`config.mk`:
```
export PLATFORM = sky130hd
export DESIGN_NAME = frame_rate_pacer
export DESIGN_NICKNAME = d
export VERILOG_FILES = /design/src/frp_pkg.sv /design/src/frame_rate_pacer.sv /design/src/frp_engine.sv
export SDC_FILE = /design/constraint.sdc
export NUM_CORES = 1
export LEC_CHECK = 0
export BUFFER_PORTS_ARGS = -buffer_cell sky130_fd_sc_hd__buf_2
export CORE_ASPECT_RATIO = 0.9
export CORE_UTILIZATION = 45
export DETAILED_ROUTE_END_ITERATION = 6
export SLEW_MARGIN = 0
export SYNTH_ARGS = -nofsm -noshare
export SYNTH_HDL_FRONTEND = slang
export SYNTH_SLANG_ARGS = --single-unit
```
`constraint.sdc`:
```
create_clock -name clock -period 8.3 [get_ports clock]
set_clock_uncertainty 0.05 [all_clocks]
set_input_delay 0.83 -clock clock [delete_from_list [all_inputs] [get_ports clock]]
set_output_delay 0.83 -clock clock [all_outputs]
set_load 0.05 [all_outputs]
```
`src/frp_pkg.sv`:
```
package frp_pkg;

   localparam int NOW_W             = 32;
   localparam int FPS_W             = 10;
   localparam int FC_W              = 32;
   localparam int OVR_W             = 7;
   localparam int WAIT_W            = 10;
   localparam int RSP_W             = 16;
   localparam int CAP_BITS          = 42;
   localparam int TIME_BITS_DEFAULT = 32;

   localparam int MS_PER_S = 1000;
   // One second in milliseconds is 2^10 - 2^4 - 2^3.
   localparam int MS_SH_A  = 10;
   localparam int MS_SH_B  = 4;
   localparam int MS_SH_C  = 3;

   localparam logic [OVR_W-1:0] OVERRUN_LIMIT = OVR_W'(120);
   localparam logic [FPS_W-1:0] FPS_DEFAULT   = FPS_W'(60);

   localparam logic KIND_RESTART = 1'b0;
   localparam logic KIND_FRAME   = 1'b1;

   typedef struct packed {
      logic              done;
      logic              ahead;
      logic [WAIT_W-1:0] wait_ms;
   } frp_res_type;

endpackage

```
`src/frame_rate_pacer.sv`:
```
// Restart item: clears the pacing state and goes straight to the result hand-off.
// Frame-end item: a start step, a shift-add multiply over the fps bits, a compare step, a restoring
// divide and the hand-off steps; a late frame or a saturated wait skips the divide, and an elapsed
// time wider than CAP_BITS skips the multiply too. Items are taken one at a time; the next item can
// be accepted in the same cycle as the result becomes valid; a result held by the receiver stalls
// the input. Reset clears state and loads fps_target with 60.
module frame_rate_pacer import frp_pkg::*; #(
   parameter int TIME_BITS = TIME_BITS_DEFAULT
) (
   input  logic              clock,
   input  logic              reset,
   input  logic              csr_valid,
   output logic              csr_ready,
   input  logic [FPS_W-1:0]  csr_data,   // fps_target
   input  logic              req_tvalid,
   output logic              req_tready,
   input  logic [NOW_W-1:0]  req_tdata,  // now_ms
   input  logic              req_tuser,  // kind
   output logic              rsp_tvalid,
   input  logic              rsp_tready,
   output logic [RSP_W-1:0]  rsp_tdata   // wait_ms, time_over, restarted, zero fill
);

   localparam logic [1:0] S_IDLE = 2'd0;
   localparam logic [1:0] S_CALC = 2'd1;
   localparam logic [1:0] S_FIN  = 2'd2;

   logic [1:0]           state_ff, state_in;
   logic [FPS_W-1:0]     fps_ff, fps_in;
   logic [TIME_BITS-1:0] begin_ff, begin_in;
   logic [FC_W-1:0]      fc_ff, fc_in;
   logic [OVR_W-1:0]     oc_ff, oc_in;
   logic [TIME_BITS-1:0] now_ff, now_in;
   logic [WAIT_W-1:0]    pw_ff, pw_in;
   logic                 po_ff, po_in;
   logic                 pr_ff, pr_in;
   logic                 rsp_valid_ff, rsp_valid_in;
   logic [WAIT_W-1:0]    rsp_wait_ff, rsp_wait_in;
   logic                 rsp_over_ff, rsp_over_in;
   logic                 rsp_rst_ff, rsp_rst_in;

   logic                 accept;
   logic                 load;
   logic                 start;
   logic [TIME_BITS-1:0] now_t;
   logic [TIME_BITS-1:0] elapsed;
   logic [FC_W-1:0]      fc_inc;
   logic [FPS_W-1:0]     fps_eff;
   logic [OVR_W-1:0]     oc_nx;
   frp_res_type          res;

   assign csr_ready  = 1'b1;
   assign req_tready = (state_ff == S_IDLE);
   assign accept     = req_tvalid & req_tready;
   assign now_t      = TIME_BITS'(req_tdata);
   assign elapsed    = now_t - begin_ff;
   assign fc_inc     = fc_ff + FC_W'(1);
   assign fps_eff    = (fps_ff == '0) ? FPS_W'(1) : fps_ff;
   assign oc_nx      = oc_ff + OVR_W'(1);
   assign start      = accept && (req_tuser == KIND_FRAME);
   assign load       = (state_ff == S_FIN) && (!rsp_valid_ff || rsp_tready);

   frp_engine #(
      .TIME_BITS(TIME_BITS)
   ) u_engine (
      .clock       (clock),
      .reset       (reset),
      .start       (start),
      .elapsed     (elapsed),
      .frame_count (fc_inc),
      .fps         (fps_eff),
      .res         (res)
   );

   always_comb begin
      state_in = state_ff;
      fps_in   = csr_valid ? csr_data : fps_ff;
      begin_in = begin_ff;
      fc_in    = fc_ff;
      oc_in    = oc_ff;
      now_in   = now_ff;
      pw_in    = pw_ff;
      po_in    = po_ff;
      pr_in    = pr_ff;
      case (state_ff)
         S_IDLE: begin
            if (accept) begin
               now_in = now_t;
               if (req_tuser == KIND_RESTART) begin
                  begin_in = now_t;
                  fc_in    = '0;
                  oc_in    = '0;
                  pw_in    = '0;
                  po_in    = 1'b0;
                  pr_in    = 1'b1;
                  state_in = S_FIN;
               end else begin
                  fc_in    = fc_inc;
                  state_in = S_CALC;
               end
            end
         end
         S_CALC: begin
            if (res.done) begin
               state_in = S_FIN;
               if (res.ahead) begin
                  oc_in = '0;
                  pw_in = res.wait_ms;
                  po_in = 1'b0;
                  pr_in = 1'b0;
               end else begin
                  pw_in = '0;
                  po_in = 1'b1;
                  if (oc_nx > OVERRUN_LIMIT) begin
                     begin_in = now_ff;
                     fc_in    = '0;
                     oc_in    = '0;
                     pr_in    = 1'b1;
                  end else begin
                     oc_in = oc_nx;
                     pr_in = 1'b0;
                  end
               end
            end
         end
         S_FIN: begin
            if (load) begin
               state_in = S_IDLE;
            end
         end
         default: begin
            state_in = S_IDLE;
         end
      endcase
   end

   always_comb begin
      rsp_valid_in = rsp_valid_ff;
      rsp_wait_in  = rsp_wait_ff;
      rsp_over_in  = rsp_over_ff;
      rsp_rst_in   = rsp_rst_ff;
      if (load) begin
         rsp_valid_in = 1'b1;
         rsp_wait_in  = pw_ff;
         rsp_over_in  = po_ff;
         rsp_rst_in   = pr_ff;
      end else if (rsp_tready) begin
         rsp_valid_in = 1'b0;
      end
   end

   always_ff @(posedge clock) begin
      if (reset) begin
         state_ff     <= S_IDLE;
         fps_ff       <= FPS_DEFAULT;
         begin_ff     <= '0;
         fc_ff        <= '0;
         oc_ff        <= '0;
         rsp_valid_ff <= 1'b0;
      end else begin
         state_ff     <= state_in;
         fps_ff       <= fps_in;
         begin_ff     <= begin_in;
         fc_ff        <= fc_in;
         oc_ff        <= oc_in;
         rsp_valid_ff <= rsp_valid_in;
      end
      now_ff      <= now_in;
      pw_ff       <= pw_in;
      po_ff       <= po_in;
      pr_ff       <= pr_in;
      rsp_wait_ff <= rsp_wait_in;
      rsp_over_ff <= rsp_over_in;
      rsp_rst_ff  <= rsp_rst_in;
   end

   assign rsp_tvalid = rsp_valid_ff;
   assign rsp_tdata  = {{(RSP_W - WAIT_W - 2){1'b0}}, rsp_rst_ff, rsp_over_ff, rsp_wait_ff};

   a_done_in_calc: assert property (@(posedge clock) disable iff (reset)
      res.done |-> state_ff == S_CALC)
      else $error("engine result outside of calculation");

   a_overrun_bound: assert property (@(posedge clock) disable iff (reset)
      oc_ff <= OVERRUN_LIMIT)
      else $error("overrun count above limit");

   a_restart_clears: assert property (@(posedge clock) disable iff (reset)
      accept && (req_tuser == KIND_RESTART)
      |=> fc_ff == '0 && oc_ff == '0 && begin_ff == $past(now_t))
      else $error("restart item did not clear pacing state");

   a_over_no_wait: assert property (@(posedge clock) disable iff (reset)
      rsp_valid_ff && rsp_over_ff |-> rsp_wait_ff == '0)
      else $error("late result carries a wait");

endmodule

```
`src/frp_engine.sv`:
```
module frp_engine import frp_pkg::*; #(
   parameter int TIME_BITS = TIME_BITS_DEFAULT
) (
   input  logic                 clock,
   input  logic                 reset,
   input  logic                 start,
   input  logic [TIME_BITS-1:0] elapsed,
   input  logic [FC_W-1:0]      frame_count,
   input  logic [FPS_W-1:0]     fps,
   output frp_res_type          res
);

   localparam int EW    = (TIME_BITS < CAP_BITS) ? TIME_BITS : CAP_BITS;
   localparam int PW    = EW + FPS_W;
   localparam int NW    = FC_W + FPS_W;
   localparam int W     = (PW > NW) ? PW : NW;
   localparam int CNT_W = $clog2(FPS_W);

   localparam logic [1:0] E_IDLE = 2'd0;
   localparam logic [1:0] E_MUL  = 2'd1;
   localparam logic [1:0] E_CMP  = 2'd2;
   localparam logic [1:0] E_DIV  = 2'd3;

   logic [1:0]        st_ff, st_in;
   logic [CNT_W-1:0]  cnt_ff, cnt_in;
   logic [FPS_W-1:0]  mplr_ff, mplr_in;
   logic [EW-1:0]     mcand_ff, mcand_in;
   logic [W-1:0]      acc_ff, acc_in;
   logic [W-1:0]      n_ff, n_in;
   logic [W-1:0]      div_ff, div_in;
   logic [FPS_W-1:0]  q_ff, q_in;
   logic              done_ff, done_in;
   logic              ahead_ff, ahead_in;
   logic [WAIT_W-1:0] wait_ff, wait_in;
   logic              cap;
   logic              fit;
   logic [W-1:0]      rem;
   logic [W-1:0]      fc_w;

   assign cap  = (TIME_BITS > CAP_BITS) && ((elapsed >> CAP_BITS) != '0);
   assign fc_w = W'(frame_count);
   assign rem  = n_ff - acc_ff;
   assign fit  = (acc_ff >= div_ff);

   always_comb begin
      st_in    = st_ff;
      cnt_in   = cnt_ff;
      mplr_in  = mplr_ff;
      mcand_in = mcand_ff;
      acc_in   = acc_ff;
      n_in     = n_ff;
      div_in   = div_ff;
      q_in     = q_ff;
      done_in  = 1'b0;
      ahead_in = ahead_ff;
      wait_in  = wait_ff;
      case (st_ff)
         E_IDLE: begin
            if (start) begin
               if (cap) begin
                  done_in  = 1'b1;
                  ahead_in = 1'b0;
                  wait_in  = '0;
               end else begin
                  mplr_in  = fps;
                  mcand_in = elapsed[EW-1:0];
                  acc_in   = '0;
                  n_in     = (fc_w << MS_SH_A) - (fc_w << MS_SH_B) - (fc_w << MS_SH_C);
                  cnt_in   = CNT_W'(FPS_W - 1);
                  st_in    = E_MUL;
               end
            end
         end
         E_MUL: begin
            acc_in  = (acc_ff << 1) + (mplr_ff[FPS_W-1] ? W'(mcand_ff) : W'(0));
            mplr_in = {mplr_ff[FPS_W-2:0], mplr_ff[FPS_W-1]};
            cnt_in  = cnt_ff - CNT_W'(1);
            if (cnt_ff == '0) begin
               st_in = E_CMP;
            end
         end
         E_CMP: begin
            if (acc_ff >= n_ff) begin
               done_in  = 1'b1;
               ahead_in = 1'b0;
               wait_in  = '0;
               st_in    = E_IDLE;
            end else if (rem >= (W'(mplr_ff) << FPS_W)) begin
               done_in  = 1'b1;
               ahead_in = 1'b1;
               wait_in  = '1;
               st_in    = E_IDLE;
            end else begin
               acc_in = rem;
               div_in = W'(mplr_ff) << (FPS_W - 1);
               q_in   = '0;
               cnt_in = CNT_W'(FPS_W - 1);
               st_in  = E_DIV;
            end
         end
         E_DIV: begin
            if (fit) begin
               acc_in = acc_ff - div_ff;
            end
            q_in   = {q_ff[FPS_W-2:0], fit};
            div_in = div_ff >> 1;
            cnt_in = cnt_ff - CNT_W'(1);
            if (cnt_ff == '0) begin
               done_in  = 1'b1;
               ahead_in = 1'b1;
               wait_in  = WAIT_W'(q_in);
               st_in    = E_IDLE;
            end
         end
         default: begin
            st_in = E_IDLE;
         end
      endcase
   end

   always_ff @(posedge clock) begin
      if (reset) begin
         st_ff   <= E_IDLE;
         cnt_ff  <= '0;
         done_ff <= 1'b0;
      end else begin
         st_ff   <= st_in;
         cnt_ff  <= cnt_in;
         done_ff <= done_in;
      end
      mplr_ff  <= mplr_in;
      mcand_ff <= mcand_in;
      acc_ff   <= acc_in;
      n_ff     <= n_in;
      div_ff   <= div_in;
      q_ff     <= q_in;
      ahead_ff <= ahead_in;
      wait_ff  <= wait_in;
   end

   assign res.done    = done_ff;
   assign res.ahead   = ahead_ff;
   assign res.wait_ms = wait_ff;

   a_start_idle: assert property (@(posedge clock) disable iff (reset)
      start |-> st_ff == E_IDLE)
      else $error("engine started while busy");

   a_late_no_wait: assert property (@(posedge clock) disable iff (reset)
      done_ff && !ahead_ff |-> wait_ff == '0)
      else $error("late frame reports a wait");

   a_done_pulse: assert property (@(posedge clock) disable iff (reset)
      done_ff |=> !done_ff)
      else $error("engine done held for more than one cycle");

endmodule
```
==> results.ini <==
[routing]
vias_per_cell=5.83
drc_errors=0
dr.first_iter.drc_count=1735
wirelength_um=65800
ant_nets=0
vias=19200
first_pass_iters=5
drt-wirelength-per-cell_um=19.9

[timing]
holdWs_ps=369
worst_slew_pin_slew_ps=1260
slew_viol_final=0
fin_crit_ps=6340
setup_viol_count_final=0
rsz0062_at_grt=false
hold_violations=0
slew_headroom_pct=15.8
fin_crit_sh_pct=76.4
setup_tns_ps=0
fmaxAchievable_ghz=0.158

[pwr]
finalPower_mw=4.88
ir_worst_vdd_mv=0.136
cellPowerDensity_nw_per_um2=196
leakage_nw=10.0

[synth]
syn-instance-count=2565
synth_enable_flop_cells=218
synth.distinct_cells=89
yosysSeqAreaShare_pct=36.7
synth_top_flop_cell=edfxtp_1
synth_warnings=0
avgSynthCellArea_um2=8.88
synth-async-reset-ratio_pct=0
ys_ff_latch=309
synth_area_um2=22800

[global_routing]
grt_pass1_vias=18200
grt-ovfl-total=0
grt_max_degree=61
grt_pass1_wl_um=102000
antenna_found_initial=0
grt_usage_pct=25.3

[place]
placed_cells=3230
portBuffers=61
routabilityCongestion=0.981
hpwl_um=50900

[setup_path]
start_kind=flip-flop
worst-path-buf-inv=2
critPathTopFamily=simple AND/OR/NAND/NOR gates
crit_path_end_kind=flip-flop
critPathMaxStageDelay_ps=590
cp.arrival_ps=6510
crit_fanout=23
required_ps=8470
cpMostUsedCell=ha_1
worstSetupPathType=flip-flop to flip-flop
worstPathCellList=inv_1 > ha_1 > nand3b_1 > a221oi_2 > o21ai_0 > nor2b_1 > nor3_1 > nor2_1 > xnor2_1 > ha_1 > a21o_1 > a21oi_1 > nand2_1 > a2111oi_0 > o221ai_1 > nor4_1 > nand3_1 > or4b_4 > and2_4 > nor2_4 > buf_4
regToRegSetupSlack_ps=1960
cpMaxStageDelayCell=nor2_4

[layout]
nets=2852
area_delta_synth_final_pct=9.14
drive_above_1_share_pct=6.82
fillers=4736
fin_cells=3297
seq_area_um2=8370
num_antenna_cells=0
multiInputGateArea_um2=13200
final_util_pct=50.2

[job]
cap_violations=0

[clocking]
htreeDepth=2
cts.sinks=309
cts_resized=0
root_buffer=clkbuf_16
clk_pin_slew_ps=60
clk_path_buf_depth=3
clk_latency_ps=550
post-cts-setup-buffer-count=0
cts_hold_buffers=0
cts_buffers=37
cts_tree=yes

[die]
start_util_pct=46.0
dieHeight_um=215
fp.dieW_um=239
die_area_um2=51500
io_pins=67
core_um2=49500
rows=77

[worst_hold_path]
hold_path.class=flip-flop to flip-flop

[outcome]
status=finished clean

worst register-to-register path, delay by kind of cell (launching register included):
family	cells	cell delay (ps)
compound gates	6	1480
xor+xnor	1	220
fa+ha+maj	2	500
buf+inv	2	570
flops	1	550
simple gates	10	2630
layout by cell type, fill, tap and decap left out, types with 25 or more instances in the layout:
cell type	synthesis	final
nor3_1	56	55
a21o_1	69	69
o21ai_0	149	149
and2_1	44	44
a311oi_1	36	36
xor2_1	58	58
nand2_1	259	259
dfxtp_1	91	91
nor2_1	235	231
o21a_1	29	29
a22oi_1	33	33
nand4_1	40	40
nand3_1	60	60
a21oi_1	191	190
and3_1	25	25
clkbuf_16	0	39
fa_1	28	28
inv_1	202	202
xnor2_1	136	136
buf_2	3	61
edfxtp_1	218	218
ha_1	178	178
kinds of logic after synthesis:
logic type	synth area share, %
flip-flops	36.7
other	0.0330
AND/OR/NAND/NOR	17.4
XOR/XNOR	7.46
adder cells (fa/ha/maj)	12.2
buffers and inverters	5.39
multiplexers	0.972
AO/OA/AOI/OAI	19.8
power breakdown:
group          internal [mW]  total (mW)  switching [mW]
Sequential              1.79        1.86          0.0685
Clock                  0.927        1.59           0.660
Combinational          0.526        1.43           0.904
worst paths after layout:
check,start,to,cells past startpoint
setup / recovery,u_engine.acc_ff[1],u_engine.acc_ff[17],21
hold reg to reg,pw_ff[8],rsp_wait_ff[8],0
hold / removal,pw_ff[8],rsp_wait_ff[8],0
setup reg to reg,u_engine.acc_ff[1],u_engine.acc_ff[17],21
sequential cells by signal, summed over array words and instances (netlist names), 9 cells and up:
signal and cells:
u_engine.acc_ff 42, u_engine.n_ff 39, begin_ff 32, fc_ff 32, now_ff 32, u_engine.mcand_ff 32, u_engine.div_ff 19, fps_ff 10
pw_ff 10, rsp_wait_ff 10, u_engine.mplr_ff 10, u_engine.wait_ff 10, u_engine.q_ff 9
metal layers:
metal  track usage [%]  wire (um)  vias to the layer above
met3              2.88       3820                       92
met4              7.39       1660                        0
li1                  -          -                     9307
met2              40.1      29600                      585
met1              36.3      30700                     9235
met5                 0          0                        -
synthesized netlist by cell type, drive strengths merged, types with 17 or more instances:
cell	count	area share, %
a21o	72	2.4
nand3	60	1.3
nand2	259	4.3
o21bai	23	0.76
a311oi	36	1.4
xnor2	136	5.2
nand2b	24	0.66
nor2	235	3.9
ha	178	9.8
mux2i	21	0.92
a22oi	33	1.1
inv	202	3.3
nor3	56	1.2
o21ai	154	3.4
clkbuf	80	1.5
a31oi	17	0.47
a211oi	18	0.59
nand4	40	1.1
and3	27	0.75
and2	48	1.3
a21oi	192	4.2
nor2b	20	0.55
o21a	29	0.96
nor4	17	0.47
xor2	58	2.2
edfxtp	218	29
dfxtp	91	8.0
fa	28	2.5
final cells by class:
class | instances | share of cell area [%]
Clock inverter | 21 | 0.629
Clock buffer | 46 | 4.07
Inverter | 203 | 3.06
Tap cell | 671 | 3.38
Sequential cell | 309 | 33.7
Multi-Input combinational cell | 1962 | 53.3
Timing Repair Buffer | 85 | 1.95
through the flow:
stage	instance area [um^2]	setup slack (ps)
2_1_floorplan	22800	315
3_3_place_gp	23700	2250
3_5_place_dp	23700	2130
4_1_cts	24900	2080
5_1_grt	24900	1690
6_report	24900	1960
(Power assumes the default switching activity.)
